==> src/rtl/core/rlfp_pkg.sv <==
// rc link frame parser: shared types, constants and the crc step
`timescale 1ns / 1ps
package rlfp_pkg;

    localparam int NUM_CHANNELS = 16;
    localparam int CHANNEL_BITS = 11;
    localparam int STORE_DEPTH = 22;
    localparam int STORE_AW = 5;
    localparam int ACC_W = CHANNEL_BITS + 7;
    localparam int ACC_CNT_W = 5;

    localparam logic [5:0] CHANNEL_FRAME_LEN = 6'd24;
    localparam logic [7:0] CRC_POLY = 8'hD5;

    localparam logic [7:0] SYNC_RESET = 8'hC8;
    localparam logic [5:0] MAX_LEN_RESET = 6'd62;
    localparam logic [7:0] TYPE_RESET = 8'h16;

    localparam int PADDR_W = 4;

    typedef enum logic [1:0] {
        REG_SYNC = 2'd0,
        REG_MAX_LEN = 2'd1,
        REG_CH_TYPE = 2'd2
    } t_reg_idx;

    typedef enum logic [2:0] {
        PH_HUNT = 3'd0,
        PH_LEN = 3'd1,
        PH_TYPE = 3'd2,
        PH_PAYLOAD = 3'd3,
        PH_CRC = 3'd4
    } t_phase;

    // msb first, not reflected
    function automatic logic [7:0] crc8_step(input logic [7:0] crc, input logic [7:0] b);
        logic [7:0] c;
        c = crc ^ b;
        for (int k = 0; k < 8; k++) begin
            if (c[7]) begin
                c = {c[6:0], 1'b0} ^ CRC_POLY;
            end else begin
                c = {c[6:0], 1'b0};
            end
        end
        return c;
    endfunction

endpackage

==> src/rtl/core/rlfp_rx_if.sv <==
// received byte channel
`timescale 1ns / 1ps
interface rlfp_rx_if;
    logic       valid;
    logic       ready;
    logic [7:0] rx_byte;

    modport source (output valid, output rx_byte, input ready);
    modport sink (input valid, input rx_byte, output ready);
endinterface

==> src/rtl/core/rlfp_ch_if.sv <==
// unpacked channel value channel
`timescale 1ns / 1ps
interface rlfp_ch_if;
    logic        valid;
    logic        ready;
    logic [3:0]  channel_index;
    logic [10:0] channel_value;
    logic        last_channel;

    modport source (output valid, output channel_index, output channel_value,
                    output last_channel, input ready);
    modport sink (input valid, input channel_index, input channel_value,
                  input last_channel, output ready);
endinterface

==> src/rtl/core/rc_link_frame_parser.sv <==
// rc link frame parser top level: frame hunting, crc check and channel unpacking
//
// i_rx carries one received byte per item; o_ch gives one unpacked channel
// value per item. A valid channel frame (right type, length 24, good crc)
// gives 16 items, channel 0 first, last_channel set on channel 15; other
// frames give nothing. Bytes are taken one per cycle while i_rx.ready is
// high. The 22 payload bytes sit in a memory with a registered read; after
// the crc byte is taken the unpacker streams it one byte at a time through
// a bit accumulator, fetching only while fewer than 11 bits are held or in
// flight. Each channel value goes out through the output register.
// While a run drains, i_rx keeps taking bytes; ready drops only when a
// payload byte would overwrite an entry the unpacker has not read yet, or
// when a crc byte arrives before the previous run is finished.
// A stalled o_ch holds its item and stops the unpacker. Synchronous reset
// returns to hunting for sync, empties the output and loads the register
// defaults (sync 0xC8, max length 62, channel type 0x16). Registers sit on
// an apb-style port at byte addresses 0, 4 and 8; they are to be written
// only while idle, which the block itself does not enforce.
`timescale 1ns / 1ps
module rc_link_frame_parser (
    input  logic                         i_clk,
    input  logic                         i_rst_n,
    rlfp_rx_if.sink                      i_rx,
    rlfp_ch_if.source                    o_ch,
    input  logic                         psel,
    input  logic                         penable,
    input  logic                         pwrite,
    input  logic [rlfp_pkg::PADDR_W-1:0] paddr,
    input  logic [31:0]                  pwdata,
    output logic [31:0]                  prdata,
    output logic                         pready
);

    // configuration
    logic [7:0] r_sync;
    logic [5:0] r_max_len;
    logic [7:0] r_ch_type;
    logic       cfg_wr;
    rlfp_pkg::t_reg_idx cfg_idx;

    // parser
    rlfp_pkg::t_phase r_phase, n_phase;
    logic [5:0] r_len, n_len;
    logic [5:0] r_rem, n_rem;
    logic [7:0] r_crc, n_crc;
    logic [7:0] r_type, n_type;
    logic [5:0] pos;
    logic       pos_in_store;
    logic       in_take;
    logic       frame_ok;
    logic       mem_wr;
    logic [7:0] crc_next;

    // payload store and unpacker
    logic [7:0] mem [rlfp_pkg::STORE_DEPTH];
    logic [7:0] r_rd_data;
    logic [rlfp_pkg::STORE_AW-1:0] r_rd_addr;
    logic       r_rd_pend;
    logic       r_busy;
    logic [rlfp_pkg::ACC_W-1:0] r_acc;
    logic [rlfp_pkg::ACC_CNT_W-1:0] r_acc_cnt;
    logic [3:0] r_ch;
    logic [rlfp_pkg::ACC_CNT_W-1:0] pend_cnt;
    logic [rlfp_pkg::ACC_CNT_W-1:0] cnt_after;
    logic [rlfp_pkg::ACC_W-1:0] acc_after;
    logic       fetch;
    logic       emit;
    logic       ch_last;

    // output register
    logic        r_out_valid;
    logic [3:0]  r_out_idx;
    logic [10:0] r_out_val;
    logic        r_out_last;

    logic wr_conflict;
    logic crc_stall;

    // ---------------- configuration port ----------------
    assign pready = 1'b1;
    assign cfg_idx = rlfp_pkg::t_reg_idx'(paddr[3:2]);
    assign cfg_wr = psel && penable && pwrite;

    always_ff @(posedge i_clk) begin
        if (!i_rst_n) begin
            r_sync <= rlfp_pkg::SYNC_RESET;
            r_max_len <= rlfp_pkg::MAX_LEN_RESET;
            r_ch_type <= rlfp_pkg::TYPE_RESET;
        end else if (cfg_wr) begin
            case (cfg_idx)
                rlfp_pkg::REG_SYNC:    r_sync <= pwdata[7:0];
                rlfp_pkg::REG_MAX_LEN: r_max_len <= pwdata[5:0];
                rlfp_pkg::REG_CH_TYPE: r_ch_type <= pwdata[7:0];
                default: ;
            endcase
        end
    end

    always_comb begin
        case (cfg_idx)
            rlfp_pkg::REG_SYNC:    prdata = {24'd0, r_sync};
            rlfp_pkg::REG_MAX_LEN: prdata = {26'd0, r_max_len};
            rlfp_pkg::REG_CH_TYPE: prdata = {24'd0, r_ch_type};
            default:               prdata = 32'd0;
        endcase
    end

    // ---------------- parser ----------------
    assign pos = r_len - 6'd2 - r_rem;
    assign pos_in_store = pos < 6'(rlfp_pkg::STORE_DEPTH);

    // do not overwrite an entry the unpacker still has to read
    assign wr_conflict = (r_phase == rlfp_pkg::PH_PAYLOAD) && pos_in_store && r_busy
                         && (pos[rlfp_pkg::STORE_AW-1:0] >= r_rd_addr);
    assign crc_stall = (r_phase == rlfp_pkg::PH_CRC) && r_busy;
    assign i_rx.ready = !(wr_conflict || crc_stall);
    assign in_take = i_rx.valid && i_rx.ready;

    assign crc_next = rlfp_pkg::crc8_step(r_crc, i_rx.rx_byte);
    assign frame_ok = (i_rx.rx_byte == r_crc) && (r_type == r_ch_type)
                      && (r_len == rlfp_pkg::CHANNEL_FRAME_LEN);
    assign mem_wr = in_take && (r_phase == rlfp_pkg::PH_PAYLOAD) && pos_in_store;

    always_comb begin
        n_phase = r_phase;
        n_len = r_len;
        n_rem = r_rem;
        n_crc = r_crc;
        n_type = r_type;
        if (in_take) begin
            case (r_phase)
                rlfp_pkg::PH_LEN: begin
                    if (i_rx.rx_byte >= 8'd2 && i_rx.rx_byte <= {2'b00, r_max_len}) begin
                        n_len = i_rx.rx_byte[5:0];
                        n_rem = i_rx.rx_byte[5:0] - 6'd1;
                        n_crc = 8'd0;
                        n_phase = rlfp_pkg::PH_TYPE;
                    end else if (i_rx.rx_byte == r_sync) begin
                        n_phase = rlfp_pkg::PH_LEN;
                    end else begin
                        n_phase = rlfp_pkg::PH_HUNT;
                    end
                end
                rlfp_pkg::PH_TYPE: begin
                    n_type = i_rx.rx_byte;
                    n_crc = crc_next;
                    n_rem = r_rem - 6'd1;
                    n_phase = (n_rem == 6'd0) ? rlfp_pkg::PH_CRC : rlfp_pkg::PH_PAYLOAD;
                end
                rlfp_pkg::PH_PAYLOAD: begin
                    n_crc = crc_next;
                    n_rem = r_rem - 6'd1;
                    if (n_rem == 6'd0) begin
                        n_phase = rlfp_pkg::PH_CRC;
                    end
                end
                rlfp_pkg::PH_CRC: begin
                    n_phase = rlfp_pkg::PH_HUNT;
                end
                default: begin
                    n_phase = (i_rx.rx_byte == r_sync) ? rlfp_pkg::PH_LEN
                                                       : rlfp_pkg::PH_HUNT;
                end
            endcase
        end
    end

    always_ff @(posedge i_clk) begin
        if (!i_rst_n) begin
            r_phase <= rlfp_pkg::PH_HUNT;
            r_len <= 6'd0;
            r_rem <= 6'd0;
            r_crc <= 8'd0;
            r_type <= 8'd0;
        end else begin
            r_phase <= n_phase;
            r_len <= n_len;
            r_rem <= n_rem;
            r_crc <= n_crc;
            r_type <= n_type;
        end
    end

    // ---------------- payload store ----------------
    always_ff @(posedge i_clk) begin
        if (mem_wr) begin
            mem[pos[rlfp_pkg::STORE_AW-1:0]] <= i_rx.rx_byte;
        end
        if (fetch) begin
            r_rd_data <= mem[r_rd_addr];
        end
    end

    // ---------------- unpacker ----------------
    // bits held plus the byte still in flight
    assign pend_cnt = r_acc_cnt + (r_rd_pend ? rlfp_pkg::ACC_CNT_W'(8) : '0);
    assign fetch = r_busy && (r_rd_addr < rlfp_pkg::STORE_AW'(rlfp_pkg::STORE_DEPTH))
                   && (pend_cnt < rlfp_pkg::ACC_CNT_W'(rlfp_pkg::CHANNEL_BITS));
    assign emit = r_busy && (r_acc_cnt >= rlfp_pkg::ACC_CNT_W'(rlfp_pkg::CHANNEL_BITS))
                  && (!r_out_valid || o_ch.ready);
    assign ch_last = (r_ch == 4'(rlfp_pkg::NUM_CHANNELS - 1));
    assign cnt_after = emit ? r_acc_cnt - rlfp_pkg::ACC_CNT_W'(rlfp_pkg::CHANNEL_BITS)
                            : r_acc_cnt;
    assign acc_after = emit ? (r_acc >> rlfp_pkg::CHANNEL_BITS) : r_acc;

    always_ff @(posedge i_clk) begin
        if (!i_rst_n) begin
            r_busy <= 1'b0;
            r_rd_pend <= 1'b0;
            r_rd_addr <= '0;
            r_acc_cnt <= '0;
            r_ch <= 4'd0;
        end else begin
            if (in_take && r_phase == rlfp_pkg::PH_CRC && frame_ok) begin
                r_busy <= 1'b1;
                r_rd_pend <= 1'b0;
                r_rd_addr <= '0;
                r_acc_cnt <= '0;
                r_ch <= 4'd0;
            end else begin
                r_rd_pend <= fetch;
                if (fetch) begin
                    r_rd_addr <= r_rd_addr + rlfp_pkg::STORE_AW'(1);
                end
                r_acc_cnt <= cnt_after + (r_rd_pend ? rlfp_pkg::ACC_CNT_W'(8) : '0);
                if (emit) begin
                    r_ch <= r_ch + 4'd1;
                    if (ch_last) begin
                        r_busy <= 1'b0;
                    end
                end
            end
        end
    end

    // bits above the held count stay zero, so each new byte is simply or-ed in
    always_ff @(posedge i_clk) begin
        if (!i_rst_n) begin
            r_acc <= '0;
        end else if (r_rd_pend) begin
            r_acc <= acc_after
                     | (rlfp_pkg::ACC_W'(r_rd_data) << cnt_after);
        end else begin
            r_acc <= acc_after;
        end
    end

    // ---------------- output register ----------------
    always_ff @(posedge i_clk) begin
        if (!i_rst_n) begin
            r_out_valid <= 1'b0;
        end else if (emit) begin
            r_out_valid <= 1'b1;
        end else if (o_ch.ready) begin
            r_out_valid <= 1'b0;
        end
    end

    always_ff @(posedge i_clk) begin
        if (emit) begin
            r_out_idx <= r_ch;
            r_out_val <= r_acc[rlfp_pkg::CHANNEL_BITS-1:0];
            r_out_last <= ch_last;
        end
    end

    assign o_ch.valid = r_out_valid;
    assign o_ch.channel_index = r_out_idx;
    assign o_ch.channel_value = r_out_val;
    assign o_ch.last_channel = r_out_last;

endmodule
==> src/flat_wrapper.sv <==
// flat-port wrapper written by rule: the top's interface ports become plain ports
module rc_link_frame_parser_flat 
  (i_clk, i_rst_n, psel, penable, pwrite, paddr, pwdata, prdata, pready, i_rx_valid, i_rx_rx_byte, i_rx_ready, o_ch_valid, o_ch_channel_index, o_ch_channel_value, o_ch_last_channel, o_ch_ready);
  rlfp_rx_if i_rx_i ();
  rlfp_ch_if o_ch_i ();
  input  logic i_clk;
  input  logic i_rst_n;
  input  logic psel;
  input  logic penable;
  input  logic pwrite;
  input  logic [rlfp_pkg::PADDR_W-1:0] paddr;
  input  logic [31:0] pwdata;
  output logic [31:0] prdata;
  output logic pready;
  input wire logic [$bits(i_rx_i.valid)-1:0] i_rx_valid;
  input wire logic [$bits(i_rx_i.rx_byte)-1:0] i_rx_rx_byte;
  output wire logic [$bits(i_rx_i.ready)-1:0] i_rx_ready;
  output wire logic [$bits(o_ch_i.valid)-1:0] o_ch_valid;
  output wire logic [$bits(o_ch_i.channel_index)-1:0] o_ch_channel_index;
  output wire logic [$bits(o_ch_i.channel_value)-1:0] o_ch_channel_value;
  output wire logic [$bits(o_ch_i.last_channel)-1:0] o_ch_last_channel;
  input wire logic [$bits(o_ch_i.ready)-1:0] o_ch_ready;
  assign i_rx_i.valid = i_rx_valid;
  assign i_rx_i.rx_byte = i_rx_rx_byte;
  assign i_rx_ready = i_rx_i.ready;
  assign o_ch_valid = o_ch_i.valid;
  assign o_ch_channel_index = o_ch_i.channel_index;
  assign o_ch_channel_value = o_ch_i.channel_value;
  assign o_ch_last_channel = o_ch_i.last_channel;
  assign o_ch_i.ready = o_ch_ready;
  rc_link_frame_parser u_core (.i_clk(i_clk), .i_rst_n(i_rst_n), .i_rx(i_rx_i), .o_ch(o_ch_i), .psel(psel), .penable(penable), .pwrite(pwrite), .paddr(paddr), .pwdata(pwdata), .prdata(prdata), .pready(pready));
endmodule
==> config.mk <==
export PLATFORM = sky130hd
export DESIGN_NAME = rc_link_frame_parser_flat
export DESIGN_NICKNAME = d
export VERILOG_FILES = /design/src/rtl/core/rlfp_pkg.sv /design/src/rtl/core/rlfp_rx_if.sv /design/src/rtl/core/rlfp_ch_if.sv /design/src/rtl/core/rc_link_frame_parser.sv /design/src/flat_wrapper.sv
export SDC_FILE = /design/constraint.sdc
export NUM_CORES = 1
export LEC_CHECK = 0
export BUFFER_PORTS_ARGS = -buffer_cell sky130_fd_sc_hd__buf_2
export CAP_MARGIN = 0
export CELL_PAD_IN_SITES_DETAIL_PLACEMENT = 0
export CELL_PAD_IN_SITES_GLOBAL_PLACEMENT = 2
export CORE_AREA = 2 2 182 184
export DETAILED_ROUTE_END_ITERATION = 10
export DIE_AREA = 0 0 184 186
export PLACE_DENSITY = 0.75
export SYNTH_ARGS = -nofsm -noshare
export SYNTH_HDL_FRONTEND = slang
export SYNTH_SLANG_ARGS = --single-unit
==> constraint.sdc <==
create_clock -name i_clk -period 4.7 [get_ports i_clk]
set_input_delay 0.235 -clock i_clk [delete_from_list [all_inputs] [get_ports i_clk]]
set_output_delay 0.235 -clock i_clk [all_outputs]
set_load 0.01 [all_outputs]
After elaboration in Yosys (flattened, before gate mapping)
Memory sizes are Yosys's and may differ from the RTL's. A register that Yosys moved wholly into a read port is not among the register bits.
Cells that the tools add are included.
{"block": "totals", "ff_bits": 104, "ramBits": 176, "in_bits": 51, "out_inout_bits": 51, "wordCells": 127, "n_memories": 1}
{"block": "op_classes", "n_addsub": 9, "order_cmp": 7, "n_eq_ne": 13, "shifts": 1, "muxes": 29, "bitwise": 11, "n_reduce_logical": 38}
{"name": "u_core.mem", "words": 22, "width": 8, "read_ports": 1, "rd_clocked_by_memory_dff": 1, "wr": 1, "line": "rc_link_frame_parser.sv:55", "text": "logic [7:0] mem [rlfp_pkg::STORE_DEPTH];"}
{"op": "$mux 8", "count": 9}
{"op": "$not 5->5", "count": 8}
{"op": "$mux 18", "count": 2}
{"op": "$eq 8x8->1", "count": 3}
{"op": "$pmux 8 s3", "count": 1}
{"op": "$logic_and 1x1->1", "count": 18}
{"op": "$or 18x18->18", "count": 1}
{"op": "$shl 8x5->18", "count": 1}
{"op": "$pmux 8 s2", "count": 1}
{"op": "$pmux 3 s4", "count": 1}
{"op": "$pmux 6 s2", "count": 1}
{"op": "$reduce_and 2->1", "count": 6}
{"op": "$sub 6x1->6 const B", "count": 2}
{"op": "$mux 3", "count": 3}
{"op": "$ge 8x2->1 const B", "count": 1}
{"op": "$le 8x6->1", "count": 1}
{"op": "$mux 1", "count": 8}
{"op": "$reduce_bool 2->1", "count": 4}
{"op": "$xor 8x8->8", "count": 1}
{"op": "$eq 3x2->1 const B", "count": 2}
{"op": "$eq 6x5->1 const B", "count": 1}
{"op": "$logic_not 6->1", "count": 1}
{"op": "$lt 6x5->1 const B", "count": 1}
{"op": "$mux 6", "count": 1}
{"op": "26 further kinds", "count": 30}

Logic depth before layout (Yosys ltp)
Gate-level depths: netlist (run 1).
{"block": "depth", "depth_word": 18, "depth_mapped": 16, "ltp_nobuf": 14}

Least setup slack after synthesis (run 1)
No wires, ideal clock.
{"block": "synth_path", "path_kind": "register to register", "from": "register u_core.r_len[1]", "to": "memory u_core.mem[6][0] (enable)", "t_arrival_ps": 3358, "required_ps": 4330, "path_slack_ps": 972, "path_stages_with_launch": 15, "path_cell_list": "dfxtp_1 inv_1 ha_1 inv_1 ha_1 fa_1 xnor2_1 inv_1 ha_1 a21o_1 a31oi_1 a21oi_1 nor4_1 nand3_1 nor2_1"}
{"block": "synth_between", "elab_chain_cells": 13, "elab_cells_between_ends": 14}
{"element": "start: declaration", "line": "rc_link_frame_parser.sv:43", "text": "logic [5:0] r_len, n_len;"}
{"element": "start signal: assignment", "line": "rc_link_frame_parser.sv:177", "text": "r_len <= n_len;"}
{"element": "$sub 6x2->6 (*)", "line": "rc_link_frame_parser.sv:109", "text": "assign pos = r_len - 6'd2 - r_rem;"}
{"element": "$sub 6x6->6 (*)", "line": "rc_link_frame_parser.sv:109"}
{"element": "$lt 6x5->1", "line": "rc_link_frame_parser.sv:110", "text": "assign pos_in_store = pos < 6'(rlfp_pkg::STORE_DEPTH);"}
{"element": "$logic_and 1x1->1 (2 in series)", "line": "rc_link_frame_parser.sv:113", "text": "assign wr_conflict = (r_phase == rlfp_pkg::PH_PAYLOAD) && pos_in_store && r_busy"}
{"element": "$logic_and 1x1->1", "line": "rc_link_frame_parser.sv:114", "text": "&& (pos[rlfp_pkg::STORE_AW-1:0] >= r_rd_addr);"}
{"element": "$logic_or 1x1->1", "line": "rc_link_frame_parser.sv:116", "text": "assign i_rx.ready = !(wr_conflict || crc_stall);"}
{"element": "$logic_not 1->1", "line": "rc_link_frame_parser.sv:116"}
{"element": "$logic_and 1x1->1", "line": "rc_link_frame_parser.sv:117", "text": "assign in_take = i_rx.valid && i_rx.ready;"}
{"element": "$logic_and 1x1->1 (2 in series)", "line": "rc_link_frame_parser.sv:122", "text": "assign mem_wr = in_take && (r_phase == rlfp_pkg::PH_PAYLOAD) && pos_in_store;"}
{"element": "$mux 1", "line": "rc_link_frame_parser.sv:186", "text": "if (mem_wr) begin"}
{"element": "$mux 1 (implied by the code)", "line": "rc_link_frame_parser.sv:187", "text": "mem[pos[rlfp_pkg::STORE_AW-1:0]] <= i_rx.rx_byte;"}
{"element": "end: declaration", "line": "rc_link_frame_parser.sv:55"}
Mark *: on every way between the ends. The rest lies on a longest branch, timed or not.

Worst setup path in the final report (run 1)
{"block": "layout_path", "from": "register u_core.r_len[1]", "to": "memory u_core.mem[14][3] (enable)"}
Same word-level chain as after synthesis.

==> results of run 1 <==
final timing paths:
path | start | to | slack, ns | depth (start not counted)
setup / recovery | u_core.r_len[1] | u_core.mem[14][3] | 0.60 | 16
hold / removal | i_rx_valid | u_core.r_phase[1] | 0.18 | 3
setup reg to reg | u_core.r_len[1] | u_core.mem[14][3] | 0.60 | 16
hold reg to reg | u_core.r_acc[1] | u_core.o_ch.channel_value[1] | 0.43 | 0
flip-flops by register name (all words and copies together) (netlist names), 8 cells and up:
register                   cells
u_core.o_ch.channel_value     11
u_core.mem                   176
u_core.r_ch_type               8
u_core.r_type                  8
u_core.r_crc                   8
u_core.r_sync                  8
u_core.r_rd_data               8
u_core.r_acc                  18
per-layer routing:
layer / wire length, um / global-route usage, %
met5: 0 / 0
met3: 1410 / 3.58
met4: 614 / 5.38
met2: 14900 / 31.0
met1: 14200 / 25.4
critical path, delay by kind of cell (launching register included):
| kind | cells | cell delay, ns |
|---|---|---|
| adder cells (fa/ha/maj) | 4 | 1.09 |
| XOR/XNOR | 1 | 0.30 |
| buffers and inverters | 5 | 0.65 |
| AND/OR/NAND/NOR | 3 | 0.74 |
| flip-flops | 1 | 0.37 |
| AO/OA/AOI/OAI | 3 | 0.69 |
per-stage QoR:
step | hold WS, ns | instances | instance area [sq um] | utilization [%]
after floorplan | 0.334 | 1095 | 13500 | -
after global placement | 0.416 | 1511 | 14100 | 43.9
after detailed placement | 0.417 | 1511 | 14100 | 43.9
after CTS | 0.150 | 1581 | 15400 | 47.8
after global routing | 0.183 | 1581 | 15400 | 47.8
final | 0.182 | 1581 | 15400 | 47.8
cell type report:
| cell class | instances | area (sq um) | area share, % |
|---|---|---|---|
| clock buffer | 41 | 898 | 5.84 |
| clock inverter | 21 | 282 | 1.83 |
| tap | 408 | 510 | 3.32 |
| timing repair buffer | 95 | 608 | 3.95 |
| multi-input combinational | 690 | 5170 | 33.6 |
| sequential | 288 | 7770 | 50.5 |
| inverter | 38 | 145 | 0.943 |
power breakdown:
group / total, mW / leakage, nW / internal, mW / switching (mW)
Combinational: 0.172 / 2.33 / 0.0528 / 0.119
Sequential: 2.71 / 2.55 / 2.71 / 0.00327
Clock: 2.75 / 0.573 / 1.67 / 1.08
Total: 5.63 / 5.46 / 4.43 / 1.21
Yosys cell counts, drive strengths merged (9+ instances only):
library cell	instances	share of area (%)
xor2	19	1.4
nor2b	10	0.47
a21oi	38	1.4
nand4	11	0.56
inv	37	1.1
buf	47	2.2
nand3	44	1.6
a22oi	9	0.50
nor2	86	2.5
o21ai	45	1.7
dfxtp	88	13
ha	30	2.8
clkbuf	32	0.90
xnor2	41	2.8
mux2i	55	4.1
nand2	114	3.2
edfxtp	200	45
mux4	49	8.2
nor3	12	0.48
what timing repair did:
item	4_1_cts	5_1_grt
hold endpoints to repair	22	0
hold buffers	8	0
setup endpoints to repair	0	0
cell families (layout without fill, tap and decap cells):
| kind of cell | count (synthesis) | after routing | synth area share (%) |
|---|---|---|---|
| and+or+nand+nor | 320 | 320 | 11.0 |
| DFF | 288 | 288 | 57.9 |
| AOI/OAI and AO/OA | 146 | 146 | 6.91 |
| buffers and inverters | 117 | 195 | 4.21 |
| muxes | 107 | 107 | 12.6 |
| xor gates and xnor gates | 61 | 61 | 4.37 |
| adders and majority gates | 31 | 31 | 2.95 |
| other | 2 | 25 | 0.0560 |
==> flow_metrics.py, run 1 <==
metrics = {
    "timing": {
        "min_period_over_period_pct": 87.3,
        "slew_viol_final": 0,
        "worstMarginPinSlew_ns": 1.22,
        "setup_viol": 0,
        "slew_headroom_pct": 18.5,
        "worst_slack_ns": 0.597,
        "fin_worst_skew_ns": 0.0143,
        "hold_viol": 0,
        "period_needed_ns": 4.10,
        "finalSetupTns_ns": 0,
        "fmax_mhz": 244,
        "grt_setup_unrepaired": "no",
    },
    "flow_run": {
        "maxCapViolCount": 0,
    },
    "cts": {
        "cts_root_buf": "clkbuf_16",
        "cts_sinks": 288,
        "ctsHtreeMaxLevel": 2,
        "worstSkewPairLatency_ns": 0.53,
        "cts_setup_buffers": 0,
        "clock_path_buffers": 3,
        "cts_tree": "done",
        "cts_resized": 0,
        "cts_buffers": 35,
        "path_clk_slew_ns": 0.06,
    },
    "finish": {
        "areaGrowthSynthToFinish_pct": 14.7,
        "nFillCells": 2920,
        "antennaDiodeCount": 0,
        "final_nets": 1230,
        "layout_commonest_cell": "edfxtp_1",
        "final_cell_mix": "200 x edfxtp_1, 114 x nand2_1, 86 x dfxtp_1",
        "drive_gt1_share_pct": 17.7,
    },
    "floorplan": {
        "dieArea_sq_mm": 0.0342,
        "ioPinCount": 102,
        "die_w_um": 184,
        "row_count": 66,
        "core-area_sq_mm": 0.0322,
        "initial_utilization_pct": 41.7,
        "die_h_um": 186,
    },
    "setup_path": {
        "slowest_stage": "fa_1",
        "critical_path.cell_chain": "inv_1 > ha_1 > inv_1 > ha_1 > fa_1 > xnor2_1 > inv_1 > ha_1 > a21o_1 > a31oi_1 > a21oi_1 > nor4_1 > buf_4 > nand3_1 > nor2_1 > buf_4",
        "worstPathRequired_ns": 4.95,
        "critPathMaxStageDelay_ns": 0.40,
        "startpoint_type": "flip-flop",
        "crit_path_end_kind": "flip-flop",
        "cp.arrival_ns": 4.35,
        "worst-path-max-fanout": 5,
        "crit_type": "reg -> reg",
    },
    "detailed_routing": {
        "wire_per_inst_um": 19.7,
        "first_pass_iters": 5,
        "vias": 8447,
        "ant_nets": 0,
        "avgViaCountPerCell": 5.34,
        "drc": 0,
        "drtIter0Drc": 505,
        "routed_wl_um": 31100,
    },
    "power_and_ir_drop": {
        "irDropWorstVdd_mv": 0.302,
        "p_per_area_mw_per_mm2": 366,
        "finalPower_mw": 5.63,
        "p_leak_nw": 5.46,
    },
    "placement": {
        "dp_hpwl_um": 20200,
        "numPortBuffers": 50,
        "gp_congestion": 0.754,
        "pre_cts_ws_ns": 0.628,
    },
    "global_routing": {
        "antenna_found_initial": 0,
        "grt_max_degree": 48,
        "grt_pass1_vias": 8405,
        "track_usage_pct": 18.8,
        "grt_pass1_wl_um": 48700,
        "grt_remaining_overflow": 0,
    },
    "min_path": {
        "hold_class": "in -> reg",
    },
    "logic_synthesis": {
        "async_flop_share_pct": 0,
        "syn-instance-count": 1072,
        "synth-edff-count": 200,
        "ys_seq_area_share_pct": 57.9,
        "syn_area_sq_mm": 0.0134,
        "avgSynthCellArea_sq_um": 12.5,
        "yosysWarnings": 0,
        "synth_seq_cells": 288,
        "ys.flop_type": "edfxtp_1",
        "synth_cell_type_count": 79,
    },
    "outcome": {
        "status": "completed",
    },
}
No activity file was read; power rests on OpenSTA's default activity.
==> run 2, diff against run 1 <==
Clock period 4.7 ns to 4.1 ns, I/O delays scaled along.
==> run 2 against run 1 <==
Net effect:
- via count increased by 0.90%
- sequential share of layout area increased by 0.34 points
- power rose by 7.2%
- clock skew about the same
- global-route usage decreased by 0.17 points
- sequential power rose by 15%
- first-iteration DRC count grew 18%
- worst hold slack lost 0.11 ns
- largest cell class unchanged
==> flow_metrics.py, run 2 (same netlist as run 1, synthesis figures left out) <==
metrics = {
    "finish": {
        "antennaDiodeCount": 0,
        "fin_util_pct": 47.5,
        "largest_reg_flops": 176,
        "layout_commonest_cell": "edfxtp_1",
        "final_nets": 1236,
        "final_cell_mix": "200 x edfxtp_1, 114 x nand2_1, 86 x dfxtp_1",
        "areaGrowthSynthToFinish_pct": 13.9,
        "drive_gt1_share_pct": 18.0,
    },
    "outcome": {
        "status": "completed",
    },
    "global_routing": {
        "grt_pass1_wl_um": 48300,
        "grt_max_degree": 47,
        "met3_usage_pct": 2.39,
        "top_usage_layer": "met2",
        "track_usage_pct": 18.6,
        "antenna_found_initial": 0,
        "gr-usage-met1_pct": 24.5,
        "grt_remaining_overflow": 0,
        "grt_use_met2_pct": 32.8,
        "grt_pass1_vias": 8398,
    },
    "detailed_routing": {
        "vias": 8523,
        "routed_wl_um": 31400,
        "drc": 0,
        "ant_nets": 0,
        "drtIter0Drc": 595,
        "avgViaCountPerCell": 5.37,
        "first_pass_iters": 5,
        "wire_per_inst_um": 19.8,
    },
    "timing": {
        "fmax_mhz": 265,
        "period_needed_ns": 3.77,
        "hold_viol": 0,
        "worstMarginPinSlew_ns": 0.964,
        "grt_setup_unrepaired": "no",
        "min_period_over_period_pct": 92.1,
        "slew_viol_final": 0,
        "finalSetupTns_ns": 0,
        "setup_viol": 0,
        "slew_headroom_pct": 35.7,
        "fin_worst_skew_ns": 0.0144,
    },
    "setup_path": {
        "crit_type": "reg -> reg",
        "worst-path-max-fanout": 8,
        "crit_path_end_kind": "flip-flop",
        "cp.arrival_ns": 4.05,
        "startpoint_type": "flip-flop",
        "worstPathRequired_ns": 4.37,
    },
    "floorplan": {
        "row_count": 66,
        "dieArea_sq_mm": 0.0342,
        "die_w_um": 184,
        "die_h_um": 186,
        "initial_utilization_pct": 41.7,
        "ioPinCount": 102,
        "core-area_sq_mm": 0.0322,
    },
    "power_and_ir_drop": {
        "p_leak_nw": 5.41,
        "comb_power_share_pct": 3.4,
        "switching_power_mw": 1.31,
        "p_int_mw": 4.72,
        "clockPowerShare_pct": 45.2,
        "irDropWorstVdd_mv": 0.317,
        "p_per_area_mw_per_mm2": 395,
        "seq_power_share_pct": 51.4,
        "switching_share_pct": 21.8,
    },
    "cts": {
        "worstSkewPairLatency_ns": 0.57,
        "path_clk_slew_ns": 0.06,
        "cts_resized": 0,
        "cts_buffers": 31,
        "cts_sinks": 288,
        "cts_root_buf": "clkbuf_16",
        "clock_path_buffers": 3,
        "cts_tree": "done",
        "ctsHtreeMaxLevel": 1,
    },
    "flow_run": {
        "maxCapViolCount": 0,
    },
    "min_path": {
        "hold_class": "in -> reg",
    },
    "placement": {
        "numPortBuffers": 50,
        "gp_congestion": 0.775,
        "dp_hpwl_um": 21200,
    },
}
[run 2: critical path, cell delays in order, from the launching register on]
cell and delay (ns):
dfxtp_1 0.36, inv_1 0.05, ha_1 0.26, inv_1 0.04, ha_1 0.22, fa_1 0.41, xnor2_1 0.29, inv_1 0.17
ha_1 0.22, a21o_1 0.15, a31oi_1 0.20, a21oi_1 0.12, nor4b_1 0.44, nand3_1 0.22, nor2_1 0.14, buf_4 0.20
[run 2: path summary, 6_finish.rpt]
kind | start | to | slack [ns] | depth (start not counted)
worst min register to register | u_core.r_acc[0] | u_core.o_ch.channel_value[0] | 0.43 | 0
worst max-delay path | u_core.r_len[1] | u_core.mem[21][1] | 0.33 | 15
worst min-delay path | i_rx_valid | u_core.r_phase[0] | 0.07 | 3
worst max register to register | u_core.r_len[1] | u_core.mem[21][1] | 0.33 | 15
[run 2: layout make-up]
cell class              count  area [sq um]
inverters                  38           145
clock buffers              41           866
well taps                 408           510
multi-input cells         690          5170
flip-flops and latches    288          7770
repair buffers            105           683
fillers                  2939         16900
clock inverters            16           136
[run 2: repair_timing]
action                    4_1_cts  5_1_grt
hold buffers                    8        0
setup buffers                   0        0
hold endpoints to repair       22        0
[run 2: power by group through the flow]
stage               Combinational (mW)  Sequential [mW]  Clock, mW
finish                           0.203             3.11       2.73
floorplan                        0.127             3.17          0
global route                     0.226             3.10       2.92
CTS                              0.206             3.11       2.79
global placement                 0.198             3.17          0
detailed placement               0.200             3.17          0
[run 2: per-stage QoR]
step | power (mW) | hold slack, ns | setup slack (ns) | instance area, sq um | instances
after floorplan | 3.30 | 0.304 | 0.372 | 13500 | 1095
after global placement | 3.37 | 0.415 | 0.383 | 14200 | 1521
after detailed placement | 3.37 | 0.421 | 0.338 | 14200 | 1521
after CTS | 6.11 | 0.0579 | 0.298 | 15300 | 1586
after global routing | 6.25 | 0.0648 | 0.0251 | 15300 | 1586
final | 6.04 | 0.0736 | 0.325 | 15300 | 1586
[run 2: per-layer routing]
metal | vias up | wire [um] | part of all wire (%)
met2 | 185 | 15600 | 50
li1 | 4087 | - | -
met3 | 38 | 1320 | 4.2
met4 | 0 | 574 | 1.8
met5 | - | 0 | 0
met1 | 4213 | 13900 | 44
